==> config.mk <==
export PLATFORM = sky130hd
export DESIGN_NAME = vocontact_sqrt_cell
export DESIGN_NICKNAME = d
export VERILOG_FILES = /design/src/vocontact_sqrt_cell.sv
export SDC_FILE = /design/constraint.sdc
export NUM_CORES = 1
export LEC_CHECK = 0
export ABC_AREA = 1
export BUFFER_PORTS_ARGS = -buffer_cell sky130_fd_sc_hd__buf_4
export CORE_MARGIN = 1.5
export CORE_UTILIZATION = 54
export DETAILED_ROUTE_END_ITERATION = 8
export PLACE_DENSITY = 0.87
export SETUP_SLACK_MARGIN = 0.3
export SLEW_MARGIN = 20
export SYNTH_ARGS = -nofsm -noshare
export SYNTH_HDL_FRONTEND = slang
export SYNTH_SLANG_ARGS = --single-unit
export TNS_END_PERCENT = 1
==> constraint.sdc <==
create_clock -name clk -period 3.12 [get_ports clk]
set_input_delay 0.624 -clock clk [delete_from_list [all_inputs] [get_ports clk]]
set_output_delay 0.624 -clock clk [all_outputs]
set_load 0.005 [all_outputs]
==> src/vocontact_sqrt_cell.sv <==
`timescale 1ns / 1ps
// ----------------------------------------------------------------------------
// vocontact_sqrt_cell
// one digit step of a pipelined truncating square root, one root bit per cell
// ----------------------------------------------------------------------------
module vocontact_sqrt_cell #(
  parameter int SW     = 33,
  parameter int DW     = 66,
  parameter int SIDE_W = 8
) (
  input  logic              clk,
  input  logic              rst_n,
  input  logic              en,
  input  logic              in_valid,
  input  logic [SW+1:0]     in_rem,
  input  logic [SW-1:0]     in_root,
  input  logic [DW-1:0]     in_d,
  input  logic [SIDE_W-1:0] in_side,
  output logic              out_valid,
  output logic [SW+1:0]     out_rem,
  output logic [SW-1:0]     out_root,
  output logic [DW-1:0]     out_d,
  output logic [SIDE_W-1:0] out_side
);
  logic              valid_r;
  logic [SW+1:0]     rem_r, rem_nxt, rem_sh, trial;
  logic [SW-1:0]     root_r, root_nxt;
  logic [DW-1:0]     d_r;
  logic [SIDE_W-1:0] side_r;

  always_comb begin
    rem_sh = {in_rem[SW-1:0], in_d[DW-1:DW-2]};
    trial  = {in_root, 2'b01};
    if (rem_sh >= trial) begin
      rem_nxt  = rem_sh - trial;
      root_nxt = {in_root[SW-2:0], 1'b1};
    end else begin
      rem_nxt  = rem_sh;
      root_nxt = {in_root[SW-2:0], 1'b0};
    end
  end

  always_ff @(posedge clk) begin
    if (!rst_n) begin
      valid_r <= 1'b0;
    end else if (en) begin
      valid_r <= in_valid;
    end
  end

  always_ff @(posedge clk) begin
    if (en) begin
      rem_r  <= rem_nxt;
      root_r <= root_nxt;
      d_r    <= {in_d[DW-3:0], 2'b00};
      side_r <= in_side;
    end
  end

  assign out_valid = valid_r;
  assign out_rem   = rem_r;
  assign out_root  = root_r;
  assign out_d     = d_r;
  assign out_side  = side_r;
endmodule

Yosys cells after proc, flatten, opt, wreduce, memory -nomap -nowiden
Cells that the tools add are included.
W data, S select, Z words.
{"block": "classes", "n_addsub": 1, "order_cmp": 1, "mux": 2}
{"op": "$ge A35 B35 Y1", "n": 1}
{"op": "$mux W35", "n": 1}
{"op": "$sub A35 B35 Y35", "n": 1}
{"op": "$mux W1", "n": 1}
{"block": "totals", "ff_bits": 141, "inputBits": 146}

Logic depth before layout (Yosys ltp)
Gate-level depths: netlist of the first run.
{"block": "depth", "ltp_word": 2, "depth_mapped": 16, "depth_no_buf": 15}

Least setup slack after synthesis of the first run
Ideal clock, no wire load.
{"block": "synth_timing", "path_type": "input-to-reg", "startpoint": "input port in_root[12]", "endpoint": "register rem_r[17] (netlist: out_rem[17]) (data pin)", "arrival_ns": 2.066, "slack_ns": 0.802, "path_stages": 16, "cell_sequence": "inv_1 -> ha_1 -> nand2_2 -> inv_1 -> nand2_1 -> nand2_1 -> nand2_1 -> nand2_1 -> a21oi_2 -> nand2_2 -> nand2_2 -> nand2_4 -> buf_12 -> buf_12 -> nand2_2 -> nand2_2"}
{"block": "synth_via", "elab_chain_cells": 2, "word_cells_on_any_way": 3}
{"item": "start: declaration", "line": "16", "rtl": "input logic [SW-1:0] in_root,"}
{"item": "$sub A35 B35 Y35 or $ge A35 B35 Y1 (tied branches)", "line": "35, 34"}
{"item": "$mux W35 *", "line": "34", "rtl": "if (rem_sh >= trial) begin"}
{"item": "named net rem_nxt[17]", "line": "26", "rtl": "logic [SW+1:0] rem_r, rem_nxt, rem_sh, trial;"}
{"item": "end signal: assignment", "line": "53", "rtl": "rem_r <= rem_nxt;"}
{"item": "end: declaration", "line": "26"}
The timed path passes the listed nets; every way through them passes the cells marked *.
A chain may end at the register's enable or synchronous reset.

Final worst setup path of the first run
{"block": "layout_timing", "startpoint": "input port in_rem[22]", "endpoint": "register rem_r[17] (netlist: out_rem[17]) (data pin)"}
{"block": "layout_via", "elab_chain_cells": 2}
{"item": "start: declaration", "line": "15", "rtl": "input logic [SW+1:0] in_rem,"}
{"item": "$ge A35 B35 Y1", "line": "34"}
{"item": "$mux W35", "line": "34"}
{"item": "named net rem_nxt[17]", "line": "26"}
The timed path passes the listed nets, and every way through them passes these cells.

==> run summary, run 1 <==
outcome: finished clean
#FFs+latches synth: 141
IO Count: 289
hold slack: 0.369 ns
GRT Residual Overflow: 0
Unique masters post-synth: 32
pre-CTS setup slack: 0.223 ns
Vias: 6579
CTS tree: built
H-Tree Level Count: 4
Slew @ Worst Pin: 0.579 ns
Rows: 43
crit path max fanout: 34
# resized after CTS: 0
non-filler instance count after layout: 1313
Area growth, synth to finish: 37.2%
Antenna diodes: 0
gr usage total: 0.337
WS Path Type: in2reg
Peak Freq: 0.394 GHz
Hold-fix buffers, CTS: 0
Worst Path Required: 3.41 ns
Routed WL: 24.4 mm
number of global-route vias before repair: 6555
CTS sink count: 141
Post-DP HPWL: 18.4 mm
clock slew at the register clock pins of the worst setup and hold paths: 0.06 ns
Root Driver: clkbuf_16
period utilization: 0.814
die area: 14800 um^2
met3 wire length: 2.07 mm
critical path data arrival time: 2.83 ns
CTS Buffer Depth: 2
GPL Wtd Cong: 0.868
global-route wire length before repair: 36.1 mm
wire length on met2: 12.4 mm
synth warn: 0
setup TNS: 0 ns
vias per cell: 5.01
Hold Fails Final Rpt: 0
WL/cell: 18.6 um
Finished Cell Area: 10400 um^2
cts bufs inserted: 17
Avg Synthesized Cell Area: 9.26 um^2
ys flop type: edfxtp_1
met1 wire length: 8.97 mm
post-synth design cell area: 7580 um^2
Peak VDD IR: 0.337 mV
cell area power density: 519 nW/um^2
Setup Fix Bufs, Post-CTS: 0
clk_skew: 0 ns
Pre-antenna DRT Iters: 5
port buffer count: 284
fin. max-slew vios: 0
die span in x: 122 um
crit path launch type: input port
Async S/R FF share, synth: 0
static leakage: 5.22 nW
initial DRC count: 484
Die Y-Extent: 122 um
top layer in use: met4
max-cap viol count: 0
ratio of cells with drive above 1 in the final layout: 0.332
DRC viols: 0
Initial Util: 0.551
placed cell areas: 9880 um^2
remaining antenna violation count: 0
slew margin rel.: 0.614
cell count after synthesis: 819
initial antenna violation count: 0
unrepaired setup endpoints after global routing: false
kind of end point of the critical path: register
core box area: 13800 um^2
later-pin clock latency in the skew report: 0.43 ns
final setup fails: 0
final-stage net count: 1301
Seq/Total Area, Yosys: 0.557
Post-Place Cells: 1281
final setup margin: 0.581 ns
Tmin final: 2.54 ns
Min-Delay Path Class: in2reg
Post-synth EDFFs: 140
largest net degree at the start of global routing: 61
-- synthesized netlist by cell type, types with 4 or more instances --
cell / number / area [um^2]
xor2_1: 17 / 149
inv_1: 145 / 544
o21ai_0: 14 / 70.1
nand2_2: 29 / 181
a21oi_1: 25 / 125
nand2_1: 278 / 1040
buf_12: 4 / 80.1
nand3_2: 12 / 120
nand3_1: 28 / 140
edfxtp_1: 140 / 4200
nor3_1: 5 / 25.0
ha_1: 35 / 438
nor2_2: 7 / 43.8
nor2_1: 49 / 184
-- critical path, stage by stage --
cell and delay [ns]:
buf_4 0.11, ha_1 0.36, nand2_1 0.08, nand2_1 0.04, inv_1 0.08, nor2_1 0.04, nor2_1 0.22, nand2_1 0.11
a21oi_2 0.15, nand2_2 0.08, nand2_2 0.08, nand2_4 0.16, inv_4 0.36, nand2_1 0.18, nand2_2 0.11
-- sequential cells by signal (all words and copies together) (netlist names) --
register	cells
out_side	8
out_d	64
out_root	33
out_valid	1
out_rem	35
-- cell type report --
class / instances / area [um^2]
fillers: 1001 / 3370
repair buffers: 290 / 2180
flip-flops and latches: 141 / 4220
clock inverters: 14 / 96.3
well taps: 180 / 225
multi-input cells: 521 / 2690
clock buffers: 18 / 429
inverters: 149 / 562
-- layer usage --
metal,global-route usage,vias up
met3,0.0860,63
met2,0.591,319
met4,0.162,0
li1,-,3206
met1,0.383,2991
met5,0,-
-- path summary, 6_finish.rpt --
path / startpoint / endpoint / slack (ns) / cells after the start
max: in_rem[22] / out_rem[17]$_DFFE_PP_ / 0.58 / 15
min: in_d[62] / out_d[64]$_DFFE_PP_ / 0.37 / 1
max reg2reg: out_valid$_SDFFE_PN0P_ / out_valid$_SDFFE_PN0P_ / 2.43 / 2
min reg2reg: out_valid$_SDFFE_PN0P_ / out_valid$_SDFFE_PN0P_ / 0.59 / 2
-- cell families after synthesis --
logic type                 Yosys count  share of synthesized area
xor gates and xnor gates            18                     0.0208
AOI/OAI and AO/OA                   47                     0.0337
and+or+nand+nor                    419                      0.241
other                                1                   0.000494
DFF                                141                      0.557
buffers and inverters              158                     0.0889
adders and majority gates           35                     0.0577
-- through the flow --
step / utilization / power [W]
2_1_floorplan: - / 0.00296
3_3_place_gp: 0.717 / 0.00354
3_5_place_dp: 0.717 / 0.00358
4_1_cts: 0.756 / 0.00541
5_1_grt: 0.756 / 0.00559
6_report: 0.756 / 0.00540
-- power by group --
part | internal, W | switching, W
clock network | 0.00101 | 0.000818
registers | 0.00230 | 0.0000640
logic | 0.000534 | 0.000669
total | 0.00385 | 0.00155
-- placed cells by master, fill, tap and decap left out, drive strengths merged, types with 2 or more instances in the layout --
cell type  Yosys  layout
ha            35      35
xor2          17      17
conb           1       2
a21oi         27      27
nand2        308     308
o21bai         2       2
edfxtp       140     140
nand3         40      40
inv          149     151
clkinvlp       0       5
o21ai         15      15
nor3           5       5
nand4          3       3
clkbuf         0      18
buf            9     290
nor2          59      59
nand3b         3       3
clkinv         0       7
(Power assumes the default switching activity.)
==> run 2, diff against run 1 <==
--- a/config.mk
+++ b/config.mk
@@ -8,9 +8,9 @@
 export ABC_AREA = 1
 export BUFFER_PORTS_ARGS = -buffer_cell sky130_fd_sc_hd__buf_4
 export CORE_MARGIN = 1.5
-export CORE_UTILIZATION = 54
+export CORE_UTILIZATION = 45
 export DETAILED_ROUTE_END_ITERATION = 8
-export PLACE_DENSITY = 0.87
+export PLACE_DENSITY = 0.77
 export SETUP_SLACK_MARGIN = 0.3
 export SLEW_MARGIN = 20
 export SYNTH_ARGS = -nofsm -noshare
==> constraint.sdc (replaced) <==
create_clock -name clk -period 2.1 [get_ports clk]
set_input_delay 0.42 -clock clk [delete_from_list [all_inputs] [get_ports clk]]
set_output_delay 0.42 -clock clk [all_outputs]
set_load 0.005 [all_outputs]
==> run 2 against run 1 <==
Net effect:
- clock power rose by 64%
- non-clock buffer count up 89
- global-route usage shrank 7.2 points
- first-iteration DRC count down 17%
- largest power group unchanged
- critical endpoint is now out_rem[28]$_DFFE_PP_
- critical path depth unchanged
==> run summary, run 2 (synthesis gave the netlist of run 1 again) <==
outcome: finished clean
setup TNS: 0 ns
Rows: 47
CP peak stage delay: 0.30 ns
WS Path Type: in2reg
Routed WL: 24.3 mm
period utilization: 0.882
WL/cell: 16.8 um
fin. max-slew vios: 0
unrepaired setup endpoints after global routing: true
PnR Total Power: 0.00877 W
ratio of cells with drive above 1 in the final layout: 0.458
fillers: 1228
top layer in use: met4
core box area: 16500 um^2
static leakage: 5.81 nW
H-Tree Level Count: 4
DRC viols: 0
Antenna diodes: 0
Post-DP HPWL: 18.4 mm
die span in x: 133 um
max FFs per register: 64
commonest non-fill, non-tap cell in the layout: buf_4
cts bufs inserted: 17
Critical Path Slowest Stage Cell: ha_4
number of global-route vias before repair: 6633
Crit path top cell by count: nor2_4
GPL Wtd Cong: 0.911
commonest non-fill, non-tap cells in the layout: 367 x buf_4, 252 x nand2_1, 140 x edfxtp_1, 133 x inv_1, 46 x nand2_2
initial DRC count: 400
largest net degree at the start of global routing: 44
crit path max fanout: 6
Peak Freq: 0.540 GHz
Hold Fails Final Rpt: 0
Worst Path Required: 2.28 ns
CTS Buffer Depth: 2
Initial Util: 0.459
Min-Delay Path Class: in2reg
CTS sink count: 141
remaining antenna violation count: 0
IO Count: 289
critical path data arrival time: 2.03 ns
max-cap viol count: 0
vias per cell: 4.69
final setup fails: 0
Area growth, synth to finish: 57.9%
CP Buf/Inv Count: 5
clock slew at the register clock pins of the worst setup and hold paths: 0.07 ns
global-route wire length before repair: 35.2 mm
met3 wire length: 1.54 mm
GRT Residual Overflow: 0
later-pin clock latency in the skew report: 0.42 ns
CTS tree: built
Peak VDD IR: 0.523 mV
Worst path top cell family by delay: simple AND/OR/NAND/NOR gates
die area: 17600 um^2
Die Y-Extent: 133 um
worst-path cell chain: buf_4 -> inv_2 -> ha_4 -> nand2_4 -> nor2_4 -> inv_2 -> nor2_4 -> nand3_2 -> nor2_4 -> a21oi_4 -> nand2_8 -> inv_8 -> clkbuf_16 -> nand2_1 -> nand2_1
Vias: 6763
clk_skew: 0 ns
port buffer count: 284
crit path launch type: input port
Root Driver: clkbuf_16
met1 wire length: 9.52 mm
kind of end point of the critical path: register
gr usage total: 0.265
Pre-antenna DRT Iters: 5
wire length on met2: 12.8 mm
hold slack: 0.165 ns
final-stage net count: 1390
Tmin final: 1.85 ns
initial antenna violation count: 0
cell area power density: 732 nW/um^2
-- run 2: final timing paths --
| check | to | cells past startpoint | startpoint | slack [ns] |
|---|---|---|---|---|
| worst max register to register | out_valid$_SDFFE_PN0P_ | 2 | out_valid$_SDFFE_PN0P_ | 1.41 |
| worst min-delay path | out_d[54]$_DFFE_PP_ | 1 | in_d[52] | 0.17 |
| worst min register to register | out_valid$_SDFFE_PN0P_ | 2 | out_valid$_SDFFE_PN0P_ | 0.61 |
| worst max-delay path | out_rem[28]$_DFFE_PP_ | 15 | in_root[7] | 0.25 |
-- run 2: area by class of cell --
type | instances | area, um^2 | area share
Multi-Input combinational cell | 521 | 3310 | 0.277
Sequential cell | 141 | 4220 | 0.353
Clock buffer | 17 | 425 | 0.0355
Clock inverter | 15 | 151 | 0.0126
Timing Repair Buffer | 379 | 2980 | 0.249
Inverter | 149 | 599 | 0.0501
Tap cell | 220 | 275 | 0.0230
-- run 2: what timing repair did --
action | 4_1_cts | 5_1_grt
pin swaps | 0 | 26
hold buffers | 0 | 0
resized for setup | 6 | 68
endpoints found under the hold margin | 0 | 0
setup endpoints to repair | 34 | 36
setup buffers | 0 | 5
gates cloned | 0 | 4
-- run 2: metal layers --
layer / global-route usage / vias to the layer above
met2: 0.491 / 233
met1: 0.306 / 3117
met3: 0.0667 / 23
li1: - / 3390
met4: 0.0635 / 0
met5: 0 / -
-- run 2: report_power, final --
| group | internal [W] | leakage, nW | switching [W] |
|---|---|---|---|
| combinational | 0.00115 | 4.16 | 0.00112 |
| sequential | 0.00342 | 1.38 | 0.0000792 |
| clock | 0.00167 | 0.274 | 0.00133 |
| total | 0.00624 | 5.81 | 0.00253 |
-- run 2: stage by stage --
stage,instances,worst slack (ns),area [um^2],utilization
finish,1442,0.248,12000,0.724
global route,1442,0.150,12000,0.724
CTS,1433,0.276,11600,0.701
detailed placement,1401,-0.194,11000,0.664
global placement,1401,-0.170,11000,0.664
floorplan,820,0.111,7960,-
