File: config.mk
export PLATFORM = sky130hd
export DESIGN_NAME = vocontact_div_cell
export DESIGN_NICKNAME = d
export VERILOG_FILES = /design/src/vocontact_div_cell.sv
export SDC_FILE = /design/constraint.sdc
export NUM_CORES = 1
export LEC_CHECK = 0
export BUFFER_PORTS_ARGS = -buffer_cell sky130_fd_sc_hd__buf_4
export CAP_MARGIN = 5
export CORE_MARGIN = 8
export CORE_UTILIZATION = 51
export DETAILED_ROUTE_END_ITERATION = 8
export PLACE_DENSITY = 0.88
export SLEW_MARGIN = 25
export SYNTH_ARGS = -nofsm -noshare
export SYNTH_HDL_FRONTEND = slang
export SYNTH_SLANG_ARGS = --single-unit
File: constraint.sdc
create_clock -name clk -period 6.75 [get_ports clk]
set_clock_uncertainty 0.1 [all_clocks]
set_input_delay 0.3375 -clock clk [delete_from_list [all_inputs] [get_ports clk]]
set_output_delay 0.3375 -clock clk [all_outputs]
set_load 0.02 [all_outputs]
File: src/vocontact_div_cell.sv
`timescale 1ns / 1ps
// ----------------------------------------------------------------------------
// vocontact_div_cell
// one restoring division step, one quotient bit per cell
// ----------------------------------------------------------------------------
module vocontact_div_cell #(
  parameter int QW     = 43,
  parameter int DENW   = 33,
  parameter int SIDE_W = 3
) (
  input  logic              clk,
  input  logic              rst_n,
  input  logic              en,
  input  logic              in_valid,
  input  logic [DENW:0]     in_rem,
  input  logic [QW-1:0]     in_num,
  input  logic [QW-1:0]     in_q,
  input  logic [DENW-1:0]   in_den,
  input  logic [SIDE_W-1:0] in_side,
  output logic              out_valid,
  output logic [DENW:0]     out_rem,
  output logic [QW-1:0]     out_num,
  output logic [QW-1:0]     out_q,
  output logic [DENW-1:0]   out_den,
  output logic [SIDE_W-1:0] out_side
);
  logic              valid_r;
  logic [DENW:0]     rem_r, rem_nxt, rem_sh;
  logic [QW-1:0]     num_r, q_r;
  logic [DENW-1:0]   den_r;
  logic [SIDE_W-1:0] side_r;
  logic              ge;

  always_comb begin
    rem_sh  = {in_rem[DENW-1:0], in_num[QW-1]};
    ge      = rem_sh >= {1'b0, in_den};
    rem_nxt = ge ? (rem_sh - {1'b0, in_den}) : rem_sh;
  end

  always_ff @(posedge clk) begin
    if (!rst_n) begin
      valid_r <= 1'b0;
    end else if (en) begin
      valid_r <= in_valid;
    end
  end

  always_ff @(posedge clk) begin
    if (en) begin
      rem_r  <= rem_nxt;
      num_r  <= {in_num[QW-2:0], 1'b0};
      q_r    <= {in_q[QW-2:0], ge};
      den_r  <= in_den;
      side_r <= in_side;
    end
  end

  assign out_valid = valid_r;
  assign out_rem   = rem_r;
  assign out_num   = num_r;
  assign out_q     = q_r;
  assign out_den   = den_r;
  assign out_side  = side_r;
endmodule

After elaboration in Yosys (flattened, before gate mapping)
Index checks and enable logic that the tools add are counted.

Word-level logic and storage cells: 9. Bits in registers: 156. Output and inout bits: 157.

Add/subtract/negate cells: 1. Order comparisons: 1. Multiplexer cells: 1.

Operators with widths (number): $ge A34 B33 Y1 (1); $mux W34 (1); $sub A34 B33 Y34 (1).

Logic depth before layout (Yosys ltp)
Gate-level depths: netlist (run 1).

Depth in word-level cells: 2. Gate-level depth with buffers: 14.

Worst setup path after synthesis (run 1)
No wires, ideal clock.

Path type: input-to-reg. From: input port in_num[42]. To: register rem_r[14], in the netlist out_rem[14] (data pin). Stages on the path: 13. Path slack: 3.939 ns. Buffers on the path: 1. Arrival time: 2.451 ns. Required time: 6.390 ns. Setup time: 0.260 ns. Cell sequence: inv_1 -> ha_1 -> inv_1 -> fa_1 -> a211oi_1 -> o21ai_1 -> o211ai_1 -> nand2_2 -> a31oi_4 -> o41a_4 -> inv_4 -> buf_6 -> mux2_4.

Cells in the longest elaborated chain, start to end: 2.

Ends and longest elaborated chain: start: declaration (line 16) `input logic [QW-1:0] in_num,`; $sub A34 B33 Y34 or $ge A34 B33 Y1 (tied branches) (line 37, 36); $mux W34 (*) (line 37) `rem_nxt = ge ? (rem_sh - {1'b0, in_den}) : rem_sh;`; named net rem_nxt[14] (line 28) `logic [DENW:0] rem_r, rem_nxt, rem_sh;`; end signal: assignment (line 50) `rem_r <= rem_nxt;`; end: declaration (line 28).

The timed path passes the listed nets; every way through them passes the cells marked *. A chain may end at the register's enable or synchronous reset.

Worst setup path in the final report (run 1)
From: input port in_den[10]. To: register rem_r[3], in the netlist out_rem[3] (data pin).

Cells in the longest elaborated chain, start to end: 2.

Ends and longest elaborated chain: start: declaration (line 18) `input logic [DENW-1:0] in_den,`; $ge A34 B33 Y1 (line 36) `ge = rem_sh >= {1'b0, in_den};`; $mux W34 (line 37); named net rem_nxt[3] (line 28).

The timed path passes the listed nets, and every way through them passes these cells.

==> results of run 1 <==
-- layout make-up --
cell class,count,area (µm²),share of cell area
Clock buffer,18,429,0.0376
Timing Repair Buffer,433,3550,0.311
Clock inverter,14,145,0.0127
Antenna cell,2,5.00,0.000438
Multi-Input combinational cell,306,2220,0.194
Inverter,44,168,0.0147
Sequential cell,156,4670,0.410
Tap cell,180,225,0.0197
-- final timing paths --
check | depth (start not counted) | endpoint | slack (ns)
worst min-delay path | 1 | out_den[22]$_DFFE_PP_ | 0.02
worst min register to register | 2 | out_valid$_SDFFE_PN0P_ | 0.56
worst max register to register | 2 | out_valid$_SDFFE_PN0P_ | 5.92
worst max-delay path | 12 | out_rem[3]$_DFFE_PP_ | 3.02
-- kinds of logic after synthesis --
kind of cell,synth area share
AOI/OAI and AO/OA,0.138
other,0.000525
buffers and inverters,0.0362
and+or+nand+nor,0.0644
xor gates and xnor gates,0.0343
adders and majority gates,0.0606
DFF,0.654
muxes,0.0119
-- critical path: cells and delay by family --
family          cells  cell delay [ns]
compound gates      3             0.77
fa+ha+maj           1             0.43
buf+inv             4             1.21
mux                 1             0.43
simple gates        3             0.58
-- timing repair --
action | in CTS | in global routing
endpoints found under the hold margin | 119 | 0
hold buffers | 119 | 0
setup endpoints to repair | 0 | 0
setup buffers | 0 | 0
-- power by group through the flow --
stage	clock, mW	sequential (mW)	combinational (mW)
after CTS	0.950	1.21	0.703
after global routing	1.01	1.22	0.754
after global placement	0	1.22	0.621
final	0.963	1.22	0.721
after detailed placement	0	1.23	0.638
after floorplan	0	1.34	0.221
-- placed cells by master (no fill, tap or decap), types with 3 or more instances in the layout --
master         netlist  layout
a21oi_2             20      20
nand3_1              7       7
inv_1               43      43
o21bai_1             4       4
o21ai_1              5       5
and2_1               4       4
a21o_1              11      11
o21a_1               5       5
nor3_1               5       5
and3_1               5       5
a21oi_1             36      36
xor2_1               8       8
xnor2_1             20      20
nor2b_1              3       3
buf_4                1     313
nand4_1              5       5
ha_1                33      33
nand2_1             24      24
dlygate4sd3_1        0     119
edfxtp_1           155     155
mux2_2               4       4
a211oi_1             5       5
o21ai_0             19      19
clkbuf_16            0      17
clkinv_1             0       3
nor2_1              41      41
-- per-layer routing --
layer  share of wire  routed length [µm]  vias up
met5         0.00059                  17        -
met4           0.049                1430        2
met1            0.35               10200     3110
met2            0.50               14600      466
met3           0.098                2840       90
li1                -                   -     2818
-- metrics by stage --
stage	util	instance area (µm²)
finish	0.829	11400
global route	0.829	11400
CTS	0.828	11400
detailed placement	0.700	9640
global placement	0.700	9640
floorplan	-	7150
-- state kept, by name (all words and copies together), names as in the netlist --
| name | count |
|---|---|
| out_num | 42 |
| out_q | 43 |
| out_den | 33 |
| out_valid | 1 |
| out_side | 3 |
| out_rem | 34 |
==> flow_metrics.env, run 1 <==
export IMPL_cts_tree="done"
export IMPL_ys_flop_type="edfxtp_1"
export IMPL_outcome="completed"
export IMPL_p_total_mw=2.90
export IMPL_die_w_um=134
export IMPL_p_seq_frac=0.419
export IMPL_end_kind="flip-flop"
export IMPL_core_area_um2=13800
export IMPL_p_sw_frac=0.293
export IMPL_crit_start="in_den[10]"
export IMPL_synth_most_common_cell="edfxtp_1"
export IMPL_finalWirelength_mm=29.0
export IMPL_clock_latency_ns=0.42
export IMPL_remaining_drc_errors=0
export IMPL_cts_buffers=17
export IMPL_cts_max_level=4
export IMPL_cts_sinks=156
export IMPL_setup_violations=0
export IMPL_tightest_slew_ns=0.897
export IMPL_cp_max_fo=61
export IMPL_hpwl_mm=18.3
export IMPL_critPathLaunchType="input port"
export IMPL_pin_count=317
export IMPL_cts_resized=0
export IMPL_start_util=0.519
export IMPL_grt_max_degree=97
export IMPL_fin_crit_ns=3.73
export IMPL_drtAntennaViolNets=0
export IMPL_synth_common_cells="155 x edfxtp_1, 43 x inv_1, 41 x nor2_1, 36 x a21oi_1, 33 x ha_1"
export IMPL_avgSynthCellArea_um2=13.7
export IMPL_clock_fmax_ghz=0.268
export IMPL_synth_fp_nets=716
export IMPL_crit_slowest_cell="dlygate4sd3_1"
export IMPL_fin_cells=1153
export IMPL_fill_cells=695
export IMPL_vias=6486
export IMPL_drtIter0Drc=807
export IMPL_clkSlewWorstSetupHoldPaths_ns=0.07
export IMPL_hold_class="in2reg"
export IMPL_synth_edff_count=155
export IMPL_hold_viol=0
export IMPL_use_met3=0.107
export IMPL_required_ns=6.82
export IMPL_via_per_inst=5.63
export IMPL_ir_worst_vdd_uv=162
export IMPL_rows=43
export IMPL_synth_top_cell_by_area="edfxtp_1"
export IMPL_antenna_found_initial=2
export IMPL_internal_power_mw=2.05
export IMPL_seq_area_frac_synth=0.654
export IMPL_die_area_um2=18100
export IMPL_arrival_ns=3.80
export IMPL_crit_chain="dlygate4sd3_1 > buf_4 > inv_1 > ha_1 > nand4_1 > nor2_1 > o211ai_1 > nand2_2 > a31oi_4 > o41a_4 > inv_4 > mux2_2"
export IMPL_pre_cts_ws_ns=3.17
export IMPL_power_density_nw_per_um2=254
export IMPL_relSlewSlack=0.402
export IMPL_hold_start="in_den[22]"
export IMPL_synth_seq_cells=156
export IMPL_grt_pass1_vias=6607
export IMPL_p_leak_nw=4.95
export IMPL_syn2layout_area_growth_pct=59.7
export IMPL_cts_root_buffer="clkbuf_16"
export IMPL_final_setup_tns_ns=0
export IMPL_yosys_area_top_type_share=0.651
export IMPL_rsz0062_at_grt="no"
export IMPL_firstDrtPassIters=5
export IMPL_grt_use_met1=0.340
export IMPL_grt_first_pass_wirelength_mm=42.4
export IMPL_clkPwrFrac=0.332
export IMPL_nets=1152
export IMPL_die_h_um=134
export IMPL_synth_cell_types=61
export IMPL_dp_cells=1000
export IMPL_power_frac_comb=0.249
export IMPL_period_share=0.552
export IMPL_path_class="in2reg"
export IMPL_grt_overflow=0
export IMPL_yosysWarnings=0
export IMPL_portBuffers=313
export IMPL_synthTopCellsByArea="edfxtp_1 65%, ha_1 5.8%, a21oi_1 2.5%"
export IMPL_r2r_start="out_valid$_SDFFE_PN0P_"
export IMPL_final_max_slew_viol_count=0
export IMPL_top_usage_layer="met2"
export IMPL_grt_met2_usage=0.545
export IMPL_postSynthCellCount=522
export IMPL_max_stage_delay_ns=0.54
export IMPL_netlist_area_um2=7150
export IMPL_drive_gt1_frac=0.390
export IMPL_clockBufferDepth=2
export IMPL_grt_usage=0.316
export IMPL_p_switching_mw=0.850
export IMPL_globalplace_congestion=0.890
export IMPL_drv_cap=0
export IMPL_whs_ns=0.0233
export IMPL_fin_ws_ns=3.02
export IMPL_async_flop_share=0
export IMPL_wl_per_cell_um=25.2
No activity file was read; power rests on OpenSTA's default activity.
==> run 2: changes to the inputs <==
--- a/config.mk
+++ b/config.mk
@@ -8,9 +8,9 @@
 export BUFFER_PORTS_ARGS = -buffer_cell sky130_fd_sc_hd__buf_4
 export CAP_MARGIN = 5
 export CORE_MARGIN = 8
-export CORE_UTILIZATION = 51
+export CORE_UTILIZATION = 43
 export DETAILED_ROUTE_END_ITERATION = 8
-export PLACE_DENSITY = 0.88
+export PLACE_DENSITY = 0.8
 export SLEW_MARGIN = 25
 export SYNTH_ARGS = -nofsm -noshare
 export SYNTH_HDL_FRONTEND = slang
==> constraint.sdc (replaced) <==
create_clock -name clk -period 3.33 [get_ports clk]
set_clock_uncertainty 0.1 [all_clocks]
set_input_delay 0.1665 -clock clk [delete_from_list [all_inputs] [get_ports clk]]
set_output_delay 0.1665 -clock clk [all_outputs]
set_load 0.02 [all_outputs]
==> run 2 against run 1 <==
Global-route usage shrank 6.2 points. Die area grew 16%. Sequential power grew 100%. Clock power grew 100%. Highest routed layer is now met4. Sequential share of layout area shrank 1.8 points. Sequential cell count is the same.
==> flow_metrics.env, run 2 (same netlist as run 1, synthesis figures left out) <==
export IMPL_crit_slowest_cell="dlygate4sd3_1"
export IMPL_outcome="completed"
export IMPL_cts_max_level=4
export IMPL_remaining_drc_errors=0
export IMPL_rsz0062_at_grt="no"
export IMPL_r2r_start="out_valid$_SDFFE_PN0P_"
export IMPL_final_core_util=0.727
export IMPL_stdcell_area_um2=11900
export IMPL_fin_cells=1241
export IMPL_final_setup_tns_ns=0
export IMPL_end_kind="flip-flop"
export IMPL_grt_usage=0.254
export IMPL_power_frac_comb=0.254
export IMPL_path_class="in2reg"
export IMPL_hold_class="in2reg"
export IMPL_p_total_mw=5.88
export IMPL_p_leak_nw=5.16
export IMPL_ir_worst_vdd_uv=379
export IMPL_p_seq_frac=0.418
export IMPL_wl_per_cell_um=22.1
export IMPL_finalWirelength_mm=27.5
export IMPL_drive_gt1_frac=0.387
export IMPL_internal_power_mw=4.09
export IMPL_postCtsSetupBuffers=0
export IMPL_crit_chain="dlygate4sd3_1 > buf_4 > ha_1 > nand4_1 > nor2_1 > o211ai_1 > nand2_2 > a31oi_4 > o41a_4 > inv_6 > mux2_2"
export IMPL_antenna_found_initial=3
export IMPL_grt_overflow=0
export IMPL_via_per_inst=5.05
export IMPL_arrival_ns=3.19
export IMPL_drv_cap=0
export IMPL_pin_count=317
export IMPL_largest_reg_flops=43
export IMPL_power_density_nw_per_um2=493
export IMPL_final_cell_mix="322 x buf_4, 156 x dlygate4sd3_1, 155 x edfxtp_1, 43 x inv_1, 41 x nor2_1"
export IMPL_p_sw_frac=0.305
export IMPL_firstDrtPassIters=5
export IMPL_setup_violations=0
export IMPL_relSlewSlack=0.441
export IMPL_clockBufferDepth=2
export IMPL_hold_viol=0
export IMPL_critPathLaunchType="input port"
export IMPL_cpLargestDelayFamily="buffers and inverters"
export IMPL_globalplace_congestion=0.845
export IMPL_portBuffers=313
export IMPL_drtIter0Drc=472
export IMPL_grt_first_pass_wirelength_mm=40.7
export IMPL_critPathBufInv=3
export IMPL_fin_crit_ns=3.11
export IMPL_cp_max_fo=30
export IMPL_vias=6269
export IMPL_hold_start="en"
export IMPL_syn2layout_area_growth_pct=66.9
export IMPL_clkPwrFrac=0.328
export IMPL_core_area_um2=16400
export IMPL_hpwl_mm=17.7
export IMPL_place_area_um2=9780
export IMPL_die_area_um2=21000
export IMPL_die_w_um=145
export IMPL_grt_pass1_vias=6616
export IMPL_crit_start="in_rem[9]"
export IMPL_required_ns=3.41
export IMPL_p_switching_mw=1.79
export IMPL_start_util=0.436
export IMPL_final_common_cell="buf_4"
export IMPL_die_h_um=145
export IMPL_cts_root_buffer="clkbuf_16"
export IMPL_tightest_slew_ns=0.839
export IMPL_cts_tree="done"
export IMPL_grt_max_degree=91
export IMPL_clock_latency_ns=0.42
export IMPL_cts_sinks=156
export IMPL_max_stage_delay_ns=0.54
export IMPL_dp_cells=1050
export IMPL_final_max_slew_viol_count=0
export IMPL_period_share=0.935
export IMPL_nets=1199
export IMPL_fill_cells=1019
export IMPL_rows=47
export IMPL_cts_buffers=17
export IMPL_clkSlewWorstSetupHoldPaths_ns=0.07
export IMPL_clock_fmax_ghz=0.321
export IMPL_drtAntennaViolNets=0
## run 2: changes by cell type in the layout (fill, tap and decap cells not counted), sizes merged
cell,previous run,this run
bufinv,2,0
clkinvlp,2,3
dlygate4sd3,119,156
buf,314,324
clkbuf,18,17
diode,2,3
inv,47,53
clkinv,7,3
## run 2: cell type report
type | count | area [µm²] | share of cell area
antenna | 3 | 7.51 | 0.000629
clock buffer | 17 | 425 | 0.0356
clock inverter | 15 | 151 | 0.0127
inverter | 44 | 170 | 0.0143
multi-input combinational | 306 | 2220 | 0.186
sequential | 156 | 4670 | 0.392
tap | 220 | 275 | 0.0231
timing repair buffer | 480 | 4010 | 0.336
## run 2: path summary, 6_finish.rpt
kind,depth (start not counted),to,slack [ns]
max reg2reg,3,out_valid$_SDFFE_PN0P_,1.98
min,1,out_q[34]$_DFFE_PP_,0.23
max,11,out_rem[10]$_DFFE_PP_,0.22
min reg2reg,3,out_valid$_SDFFE_PN0P_,1.06
## run 2: metrics by stage
step / hold slack, ns / worst slack, ns
global route: 0.241 / 0.0607
CTS: 0.232 / 0.141
floorplan: 0.165 / 0.690
finish: 0.227 / 0.218
global placement: 0.245 / 0.306
detailed placement: 0.246 / 0.250
## run 2: metal layers
layer,wire (µm),vias to the layer above,track usage
met2,14100,296,0.450
met4,1150,0,0.132
met3,2090,56,0.0771
met5,0,-,0
li1,-,2908,-
met1,10100,3009,0.268
## run 2: power by group through the flow
| stage | logic (mW) | registers, mW | clock network [mW] |
|---|---|---|---|
| after floorplan | 0.447 | 2.72 | 0 |
| after global placement | 1.29 | 2.47 | 0 |
| after detailed placement | 1.31 | 2.48 | 0 |
| after CTS | 1.47 | 2.44 | 1.93 |
| after global routing | 1.58 | 2.47 | 2.02 |
| final | 1.50 | 2.46 | 1.93 |
## run 2: timing repair
action                                 4_1_cts  5_1_grt
gates resized for setup                      0        2
hold buffers                               156        0
setup endpoints to repair                    0       19
endpoints found under the hold margin      155        0
==> run 3: changes to the inputs <==
--- a/config.mk
+++ b/config.mk
@@ -5,12 +5,14 @@
 export SDC_FILE = /design/constraint.sdc
 export NUM_CORES = 1
 export LEC_CHECK = 0
-export BUFFER_PORTS_ARGS = -buffer_cell sky130_fd_sc_hd__buf_4
+export ABC_AREA = 1
+export BUFFER_PORTS_ARGS = -buffer_cell sky130_fd_sc_hd__clkbuf_2
 export CAP_MARGIN = 5
 export CORE_MARGIN = 8
-export CORE_UTILIZATION = 43
+export CORE_UTILIZATION = 44
 export DETAILED_ROUTE_END_ITERATION = 8
-export PLACE_DENSITY = 0.8
+export GPL_TIMING_DRIVEN = 0
+export PLACE_DENSITY = 0.79
 export SLEW_MARGIN = 25
 export SYNTH_ARGS = -nofsm -noshare
 export SYNTH_HDL_FRONTEND = slang
==> run 3 against run 2 <==
Synthesized area up 11%. Via count rose by 21%. Final area up 0.68%. Clock power up 5%. Final cell count increased by 27%. Critical path depth up 2. Sequential cell count did not move. Sequential power about the same. Global-route usage down 0.068 points. Worst setup slack improved by 0.45 ns. Power is 0.30% lower. Sequential share of layout area fell by 0.26 points. Critical endpoint is now out_rem[29]$_DFFE_PP_.
==> flow_metrics.env, run 3 <==
export IMPL_wl_per_cell_um=18.5
export IMPL_synth_edff_count=155
export IMPL_cp_max_fo=4
export IMPL_cts_resized=0
export IMPL_grt_usage=0.253
export IMPL_netlist_area_um2=7960
export IMPL_synth_common_cells="318 x nand2_1, 155 x edfxtp_1, 147 x inv_1, 48 x nor2_1, 33 x ha_1"
export IMPL_final_max_slew_viol_count=0
export IMPL_synth_most_common_cell="nand2_1"
export IMPL_rrSetupSlack_ns=1.98
export IMPL_globalplace_congestion=0.889
export IMPL_setup_violations=0
export IMPL_cts_max_level=4
export IMPL_die_h_um=151
export IMPL_synthAdderAreaFrac=0.0544
export IMPL_synth_top_family_by_area="simple AND/OR/NAND/NOR gates"
export IMPL_via_per_inst=4.79
export IMPL_die_area_um2=22700
export IMPL_pre_cts_ws_ns=0.826
export IMPL_grt_max_degree=90
export IMPL_avgSynthCellArea_um2=9.39
export IMPL_synth_seq_cells=156
export IMPL_vias=7569
export IMPL_synth_fp_nets=1042
export IMPL_cts_tree="done"
export IMPL_clockBufferDepth=2
export IMPL_final_cell_mix="318 x nand2_1, 312 x clkbuf_2, 155 x dlygate4sd3_1, 155 x edfxtp_1, 147 x inv_1"
export IMPL_drv_cap=0
export IMPL_cts_sinks=156
export IMPL_stdcell_area_um2=12000
export IMPL_pin_count=317
export IMPL_finalWirelength_mm=29.2
export IMPL_yosys_area_share_simple=0.236
export IMPL_whs_ns=0.0645
export IMPL_yosysWarnings=0
export IMPL_grt_pass1_vias=7732
export IMPL_fin_cells=1579
export IMPL_period_share=0.799
export IMPL_async_flop_share=0
export IMPL_synth_cell_types=33
export IMPL_hold_viol=0
export IMPL_fin_ws_ns=0.671
export IMPL_cts_buffers=17
export IMPL_relSlewSlack=0.470
export IMPL_hpwl_mm=20.8
export IMPL_outcome="completed"
export IMPL_synth_compound_area_share=0.0256
export IMPL_ir_worst_vdd_uv=350
export IMPL_max_stage_delay_ns=0.64
export IMPL_synthTopCellsByArea="edfxtp_1 58%, nand2_1 15%, inv_1 6.9%"
export IMPL_required_ns=3.41
export IMPL_seq_area_frac_synth=0.587
export IMPL_arrival_ns=2.74
export IMPL_synth_top_cell_by_area="edfxtp_1"
export IMPL_clkSlewWorstSetupHoldPaths_ns=0.07
export IMPL_end_kind="flip-flop"
export IMPL_drive_gt1_frac=0.289
export IMPL_clock_latency_ns=0.42
export IMPL_drtIter0Drc=379
export IMPL_cts_root_buffer="clkbuf_16"
export IMPL_clock_fmax_ghz=0.376
export IMPL_dp_cells=1391
export IMPL_crit_slowest_cell="o21ai_0"
export IMPL_start_util=0.446
export IMPL_crit_top_cell="nand2_1"
export IMPL_power_density_nw_per_um2=488
export IMPL_tightest_slew_ns=0.786
export IMPL_die_w_um=151
export IMPL_fin_crit_ns=2.66
export IMPL_synth_xor_area_frac=0.0176
export IMPL_drtAntennaViolNets=0
export IMPL_final_common_cell="nand2_1"
export IMPL_p_leak_nw=6.07
export IMPL_portBuffers=313
export IMPL_nets=1530
export IMPL_hold_class="in2reg"
export IMPL_rows=49
export IMPL_place_area_um2=9850
export IMPL_crit_chain="dlygate4sd3_1 > clkbuf_2 > inv_1 > ha_1 > nand2_1 > nor2_1 > nand2_1 > o21ai_0 > nand2_1 > nand3_1 > nand2_1 > nand2_1 > nand2_1"
export IMPL_yosys_mux_area_fraction=0
export IMPL_rsz0062_at_grt="no"
export IMPL_path_class="in2reg"
export IMPL_critPathLaunchType="input port"
export IMPL_postSynthCellCount=848
export IMPL_core_area_um2=17800
export IMPL_grt_overflow=0
export IMPL_firstDrtPassIters=6
export IMPL_yosys_area_top_type_share=0.584
export IMPL_grt_first_pass_wirelength_mm=43.2
export IMPL_antenna_found_initial=2
export IMPL_ys_flop_type="edfxtp_1"
export IMPL_largest_reg_flops=43
export IMPL_syn2layout_area_growth_pct=50.9
export IMPL_remaining_drc_errors=0
-- run 3: cell types whose count changed in the layout (fill, tap and decap cells not counted), sizes merged, moves of 16 or more --
cell / before / now
nor2: 41 / 57
a21oi: 56 / 25
xnor2: 20 / 1
inv: 53 / 153
nand2: 25 / 340
o21ai: 24 / 6
clkbuf: 17 / 330
buf: 324 / 8
nand3: 7 / 33
-- run 3: report_power, final --
part | switching [mW] | internal, mW
registers | 0.0587 | 2.38
clock network | 0.886 | 1.13
logic | 0.878 | 0.519
total | 1.82 | 4.04
-- run 3: critical path, delay by kind of cell --
kind            cells  cell delay, ns
buf+inv             3            0.67
simple gates        8            0.91
fa+ha+maj           1            0.35
compound gates      1            0.64
-- run 3: layout make-up --
class,instances,area [µm²]
Antenna cell,2,5.00
Clock inverter,14,181
Tap cell,229,287
Buffer,7,75.1
Fill cell,1375,5820
Clock buffer,17,425
Inverter,148,556
Multi-Input combinational cell,537,2660
Sequential cell,156,4670
Timing Repair Buffer,469,3150
-- run 3: worst paths after layout --
check	startpoint	endpoint	depth (start not counted)
setup / recovery	in_den[6]	out_rem[29]$_DFFE_PP_	13
hold / removal	in_rem[32]	out_rem[33]$_DFFE_PP_	3
setup reg to reg	out_valid$_SDFFE_PN0P_	out_valid$_SDFFE_PN0P_	3
hold reg to reg	out_valid$_SDFFE_PN0P_	out_valid$_SDFFE_PN0P_	3
-- run 3: layer usage --
layer  vias to the layer above  track usage  share of wire
met5                         -            0              0
met4                         0        0.142          0.051
met3                        73       0.0586          0.080
met2                       336        0.441           0.50
met1                      3461        0.281           0.37
li1                       3699            -              -
-- run 3: stage by stage --
stage                      util  total power [mW]  setup TNS [ns]
after floorplan               -              3.21               0
after global placement    0.550              3.68          -12.74
after detailed placement  0.552              3.70               0
after CTS                 0.673              5.85               0
after global routing      0.674              6.10               0
final                     0.674              5.86               0
-- run 3: repair_timing --
action / CTS / global route
hold buffers: 155 / 0
hold endpoints to repair: 154 / 0
setup buffers: 0 / 0
-- run 3: cell families after synthesis --
kind of cell / count (synthesis)
DFF: 156
AOI/OAI and AO/OA: 37
xor gates and xnor gates: 16
other: 1
buffers and inverters: 155
adders and majority gates: 34
and+or+nand+nor: 449
